$ cat config.mk
export PLATFORM = sky130hd
export DESIGN_NAME = fwss_div_cell
export DESIGN_NICKNAME = d
export VERILOG_FILES = /design/src/hdl/fwss_pkg.sv /design/src/hdl/fwss_div_cell.sv
export SDC_FILE = /design/constraint.sdc
export NUM_CORES = 1
export LEC_CHECK = 0
export ABC_CLOCK_PERIOD_IN_PS = 800
export BUFFER_PORTS_ARGS = -buffer_cell sky130_fd_sc_hd__buf_2
export CAP_MARGIN = 20
export CORE_AREA = 2 2 296 298
export DETAILED_ROUTE_END_ITERATION = 7
export DIE_AREA = 0 0 298 300
export PLACE_DENSITY = 0.43
export SETUP_SLACK_MARGIN = 0.05
export SYNTH_ARGS = -nofsm -noshare
export SYNTH_HDL_FRONTEND = slang
export SYNTH_SLANG_ARGS = --single-unit
$ cat constraint.sdc
create_clock -name clk -period 0.8 [get_ports clk]
set_input_delay 0.04 -clock clk [delete_from_list [all_inputs] [get_ports clk]]
set_output_delay 0.04 -clock clk [all_outputs]
set_load 0.03 [all_outputs]
$ cat src/hdl/fwss_pkg.sv
// shared types, widths and constants of the four wheel steer speed mixer
`timescale 1ns / 1ps
package fwss_pkg;

    localparam int TW = 31;
    localparam int AW = 33;
    localparam int NW = 59;
    localparam int DW = 44;
    localparam int QW = 29;
    localparam int SW = 33;

    localparam logic [TW-1:0] ONE_Q30 = TW'(32'h4000_0000);
    localparam logic signed [14:0] ANG_LIMIT = 15'sd8192;
    localparam logic signed [SW-1:0] OUT_MAX = SW'(131071);
    localparam logic signed [SW-1:0] OUT_MIN = -SW'(131072);

    localparam logic [1:0] REG_BASE_WIDTH = 2'd0;
    localparam logic [1:0] REG_WHEELBASE  = 2'd1;
    localparam logic [1:0] REG_STEER_GAIN = 2'd2;

    typedef struct packed {
        logic [15:0]   vm;
        logic [TW-1:0] x2;
        logic          v_neg;
        logic          th_neg;
        logic [30:0]   fp;
        logic          f_neg;
        logic [30:0]   bp;
        logic          b_neg;
    } fwss_side_t;

    function automatic logic signed [14:0] clamp_ang(input logic signed [14:0] a);
        logic signed [14:0] r;
        r = a;
        if (a > ANG_LIMIT)
        begin
            r = ANG_LIMIT;
        end
        else if (a < -ANG_LIMIT)
        begin
            r = -ANG_LIMIT;
        end
        return r;
    endfunction

endpackage

$ cat src/hdl/fwss_div_cell.sv
// one restoring division step for the common and differential quotients
`timescale 1ns / 1ps
module fwss_div_cell
    import fwss_pkg::*;
#(
    parameter int I = 0
)
(
    input  logic          clk,
    input  logic          rst_n,
    input  logic          en,
    input  logic          in_valid,
    input  fwss_side_t    in_side,
    input  logic [NW-1:0] in_rc,
    input  logic [NW-1:0] in_ra,
    input  logic [DW-1:0] in_dc,
    input  logic [DW-1:0] in_da,
    input  logic [QW-1:0] in_qc,
    input  logic [QW-1:0] in_qa,
    output logic          out_valid,
    output fwss_side_t    out_side,
    output logic [NW-1:0] out_rc,
    output logic [NW-1:0] out_ra,
    output logic [DW-1:0] out_dc,
    output logic [DW-1:0] out_da,
    output logic [QW-1:0] out_qc,
    output logic [QW-1:0] out_qa
);

    localparam int CW = DW + QW;

    logic          v_reg;
    fwss_side_t    side_reg;
    logic [NW-1:0] rc_reg, ra_reg;
    logic [DW-1:0] dc_reg, da_reg;
    logic [QW-1:0] qc_reg, qa_reg;

    logic [CW-1:0] wrc, wra, wdc, wda;
    logic          take_c, take_a;

    always_comb
    begin
        wrc    = CW'(in_rc);
        wra    = CW'(in_ra);
        wdc    = CW'(in_dc) << I;
        wda    = CW'(in_da) << I;
        take_c = (wrc >= wdc);
        take_a = (wra >= wda);
    end

    always_ff @(posedge clk or negedge rst_n)
    begin
        if (!rst_n)
        begin
            v_reg <= 1'b0;
        end
        else if (en)
        begin
            v_reg <= in_valid;
        end
    end

    always_ff @(posedge clk)
    begin
        if (en)
        begin
            side_reg <= in_side;
            dc_reg   <= in_dc;
            da_reg   <= in_da;
            rc_reg   <= take_c ? NW'(wrc - wdc) : in_rc;
            ra_reg   <= take_a ? NW'(wra - wda) : in_ra;
            qc_reg   <= {in_qc[QW-2:0], take_c};
            qa_reg   <= {in_qa[QW-2:0], take_a};
        end
    end

    assign out_valid = v_reg;
    assign out_side  = side_reg;
    assign out_rc    = rc_reg;
    assign out_ra    = ra_reg;
    assign out_dc    = dc_reg;
    assign out_da    = da_reg;
    assign out_qc    = qc_reg;
    assign out_qa    = qa_reg;

endmodule

==> qor.json <==
{
  "cts_sinks": {"value": 378},
  "layout.cells.most_common_list": {"value": "sky130_fd_sc_hd__buf_4 (532), sky130_fd_sc_hd__buf_6 (456), sky130_fd_sc_hd__dlygate4sd3_1 (381)"},
  "syn_nets": {"value": 2018},
  "place_congestion": {"value": 0.898},
  "clock_skew": {"value": 0, "unit": "ns"},
  "layout_commonest_cell": {"value": "sky130_fd_sc_hd__buf_4"},
  "timing.fmax": {"value": 0.420, "unit": "GHz"},
  "timing.critical_path.arrival": {"value": 2.72, "unit": "ns"},
  "synth_seq_area_share": {"value": 61.2, "unit": "%"},
  "p_leak": {"value": 16.9, "unit": "nW"},
  "boundaryPins": {"value": 759},
  "synth_enable_flop_cells": {"value": 377},
  "drt-wirelength-per-cell": {"value": 20.5, "unit": "µm"},
  "nNetsFinal": {"value": 3758},
  "grt_setup_unrepaired": {"value": "yes"},
  "crit_path_cell_trace": {"value": "buf_2, inv_2, ha_4, nand2b_1, a21oi_2, nor4_4, o31a_1, o41a_1, o21a_4, nor2_4, and3_4, or4b_4, xnor2_1"},
  "post_layout_worst_setup_margin": {"value": -1.58, "unit": "ns"},
  "h-tree-depth": {"value": 2},
  "gr-usage-all-layers": {"value": 19.7, "unit": "%"},
  "die-width": {"value": 298, "unit": "µm"},
  "clock-root-buffer": {"value": "sky130_fd_sc_hd__clkbuf_16"},
  "antenna_found_initial": {"value": 15},
  "tritoncts": {"value": "built"},
  "cpLargestDelayFamily": {"value": "compound AO/OA/AOI/OAI gates"},
  "final_min_period_over_clock_period": {"value": 297, "unit": "%"},
  "share_of_async_settable_or_async_resettable_flops_after_synthesis": {"value": 0.265, "unit": "%"},
  "cts_inserted_buffers": {"value": 46},
  "detailedRoute.firstPassIterationCount": {"value": 5},
  "first_iter_violations": {"value": 1037},
  "timing.final.crit_period": {"value": 2.38, "unit": "ns"},
  "drc": {"value": 0},
  "vdd_drop_max": {"value": 1.46, "unit": "mV"},
  "dp.cells": {"value": 3899},
  "global_route_wire_length_before_repair": {"value": 134000, "unit": "µm"},
  "grtUsageMet2": {"value": 35.5, "unit": "%"},
  "port_buffers": {"value": 756},
  "globalRoute.totalOverflow": {"value": 0},
  "path_buf_inv": {"value": 2},
  "start_util": {"value": 21.5, "unit": "%"},
  "worst_path_required": {"value": 1.14, "unit": "ns"},
  "met1_usage": {"value": 23.2, "unit": "%"},
  "die_area": {"value": 0.0894, "unit": "mm²"},
  "max_cap_violations": {"value": 0},
  "detailedPlace.worstSlack": {"value": -2.43, "unit": "ns"},
  "grt_max_degree": {"value": 41},
  "cts.path.max_buffers": {"value": 3},
  "busiest_layer": {"value": "met2"},
  "critical_path.endpoint_type": {"value": "register"},
  "flow.area_growth_from_synthesis": {"value": 115, "unit": "%"},
  "outcome": {"value": "finished with violations"},
  "detail_route.wirelength": {"value": 92000, "unit": "µm"},
  "synth.ff_latch_count": {"value": 378},
  "groute.layer.met3.usage": {"value": 4.96, "unit": "%"},
  "max_slew_margin": {"value": 61.6, "unit": "%"},
  "synth-warning-count": {"value": 0},
  "clkSlewWorstSetupHoldPaths": {"value": 0.06, "unit": "ns"},
  "hold-worst-slack": {"value": -0.0317, "unit": "ns"},
  "cp_slowest_cell": {"value": "sky130_fd_sc_hd__or4b_4"},
  "cellPowerDensity": {"value": 1770, "unit": "mW/mm²"},
  "report.final.slew_viol_count": {"value": 0},
  "num_rows": {"value": 108},
  "cpPeakStageDelay": {"value": 0.46, "unit": "ns"},
  "ys_dominant_reg_cell": {"value": "sky130_fd_sc_hd__edfxtp_1"},
  "syn-instance-count": {"value": 1547},
  "design.core.area": {"value": 0.0862, "unit": "mm²"},
  "final.setup.tns": {"value": -302.44, "unit": "ns"},
  "worst_slew_pin_slew": {"value": 0.571, "unit": "ns"},
  "detailroute.via_count": {"value": 19481},
  "post_synth_num_cell_types": {"value": 73},
  "final_core_utilization": {"value": 46.2, "unit": "%"},
  "via_count_of_the_first_global_routing_pass": {"value": 21346},
  "vias_per_cell": {"value": 4.34},
  "final-setup-viol-count": {"value": 499},
  "syn-mean-instance-area": {"value": 12.0, "unit": "µm²"},
  "path_max_fanout": {"value": 5},
  "hold_path.class": {"value": "input port to register"},
  "ant_nets": {"value": 0},
  "die_h": {"value": 300, "unit": "µm"},
  "nFillCells": {"value": 7855},
  "post-layout-total-power": {"value": 70.3, "unit": "mW"},
  "final_layout_size_suffix_gt1_share": {"value": 56.2, "unit": "%"},
  "failing_checks": {"value": "negative hold slack, negative setup slack"},
  "synth.cell_area": {"value": 0.0185, "unit": "mm²"},
  "critPathKind": {"value": "input port to register"},
  "final-hold-violation-count": {"value": 1},
  "timing.critical_path.from_type": {"value": "input port"},
  "clk_latency": {"value": 0.59, "unit": "ns"},
  "final_cells": {"value": 4487},
  "dp_hpwl": {"value": 69400, "unit": "µm"}
}
==> per-stage QoR <==
step / instance area [µm²] / hold WS (ns)
2_1_floorplan: 19300 / -0.256
3_3_place_gp: 28000 / -0.185
3_5_place_dp: 28000 / -0.179
4_1_cts: 38900 / -0.249
5_1_grt: 39800 / -0.0558
6_report: 39800 / -0.0317
==> cell type report <==
cell class / count / area (µm²) / share of cell area, %
antenna: 9 / 22.5 / 0.0566
clock buffer: 52 / 1170 / 2.95
clock inverter: 32 / 317 / 0.795
inverter: 117 / 524 / 1.32
multi-input combinational: 992 / 9330 / 23.4
sequential: 378 / 11300 / 28.5
tap: 1155 / 1450 / 3.63
timing repair buffer: 1752 / 15600 / 39.3
==> tightest hold or removal path, stage by stage <==
cell and delay (ns):
sky130_fd_sc_hd__buf_8 0.09, sky130_fd_sc_hd__buf_12 0.20, sky130_fd_sc_hd__mux2_2 0.20
==> flip-flops by register name (all words and copies together), names as in the netlist <==
name	cells
out_valid	1
out_qc	29
out_dc	44
out_rc	59
out_ra	59
out_da	44
out_side	113
out_qa	29
==> worst paths after layout <==
path                                             from  depth (start not counted)  slack (ns)                    end
worst min-delay path                               en                          3       -0.03  out_valid$_DFFE_PN0P_
worst max register to register  out_valid$_DFFE_PN0P_                          1        0.01  out_valid$_DFFE_PN0P_
max in group asynchronous                       rst_n                          3        0.42  out_valid$_DFFE_PN0P_
worst min register to register  out_valid$_DFFE_PN0P_                          1        0.55  out_valid$_DFFE_PN0P_
min in group asynchronous                       rst_n                          3        0.27  out_valid$_DFFE_PN0P_
worst max-delay path                         in_da[1]                         13       -1.58   out_ra[58]$_DFFE_PP_
==> layer usage <==
layer / part of all wire, % / wire, µm
met5: 0.073 / 67
met4: 2.3 / 2090
met3: 6.4 / 5870
met2: 52 / 47400
met1: 40 / 36500
==> cell usage after synthesis (3+ instances only) <==
library cell	n	area [µm²]
sky130_fd_sc_hd__edfxtp_1	377	11300
sky130_fd_sc_hd__a21oi_1	141	706
sky130_fd_sc_hd__nand2_1	119	447
sky130_fd_sc_hd__inv_1	117	439
sky130_fd_sc_hd__nor2_1	96	360
sky130_fd_sc_hd__o21ai_0	90	450
sky130_fd_sc_hd__ha_1	88	1100
sky130_fd_sc_hd__xnor2_1	67	587
sky130_fd_sc_hd__clkbuf_1	54	203
sky130_fd_sc_hd__xor2_1	45	394
sky130_fd_sc_hd__nand4_1	39	244
sky130_fd_sc_hd__a21o_1	38	285
sky130_fd_sc_hd__nand3_1	26	130
sky130_fd_sc_hd__nor3_1	24	120
sky130_fd_sc_hd__a31oi_1	19	119
sky130_fd_sc_hd__o21bai_1	19	143
sky130_fd_sc_hd__a211oi_1	15	113
sky130_fd_sc_hd__nand2b_1	14	87.6
sky130_fd_sc_hd__o211ai_1	11	82.6
sky130_fd_sc_hd__and4_1	10	87.6
sky130_fd_sc_hd__mux2_2	10	113
sky130_fd_sc_hd__nor2b_1	10	62.6
sky130_fd_sc_hd__nor4_1	10	62.6
sky130_fd_sc_hd__and3_1	9	56.3
sky130_fd_sc_hd__a21boi_0	6	45.0
sky130_fd_sc_hd__and2_1	6	37.5
sky130_fd_sc_hd__o31ai_1	6	45.0
sky130_fd_sc_hd__or3_1	6	37.5
sky130_fd_sc_hd__o21a_1	5	37.5
sky130_fd_sc_hd__o221ai_1	5	43.8
sky130_fd_sc_hd__buf_1	4	15.0
sky130_fd_sc_hd__nor3b_1	4	30.0
sky130_fd_sc_hd__a31o_2	3	26.3
sky130_fd_sc_hd__o21ai_1	3	15.0
sky130_fd_sc_hd__o22ai_1	3	18.8
sky130_fd_sc_hd__or2_2	3	18.8
==> cells by family after synthesis <==
logic type / after synthesis / synth area share [%]
buffers and inverters: 177 / 3.60
multiplexers: 10 / 0.607
AND/OR/NAND/NOR: 389 / 10.2
AO/OA/AOI/OAI: 391 / 12.9
flip-flops: 378 / 61.2
adder cells (fa/ha/maj): 90 / 6.16
XOR/XNOR: 112 / 5.29
==> power breakdown <==
group | total, mW | internal [mW] | switching, mW
registers | 25.4 | 24.3 | 1.11
logic | 24.1 | 11.9 | 12.2
clock network | 20.8 | 11.9 | 8.88
==> what timing repair did <==
| action | 4_1_cts | 5_1_grt |
|---|---|---|
| hold buffers | 380 | 2 |
| endpoints found under the setup margin | 499 | 500 |
| setup buffers | 97 | 27 |
| endpoints found under the hold margin | 383 | 2 |
| pin swaps | 172 | 96 |
| gates cloned | 9 | 0 |
| resized for setup | 1291 | 172 |
Note: power is estimated with default switching activity, not from simulation.
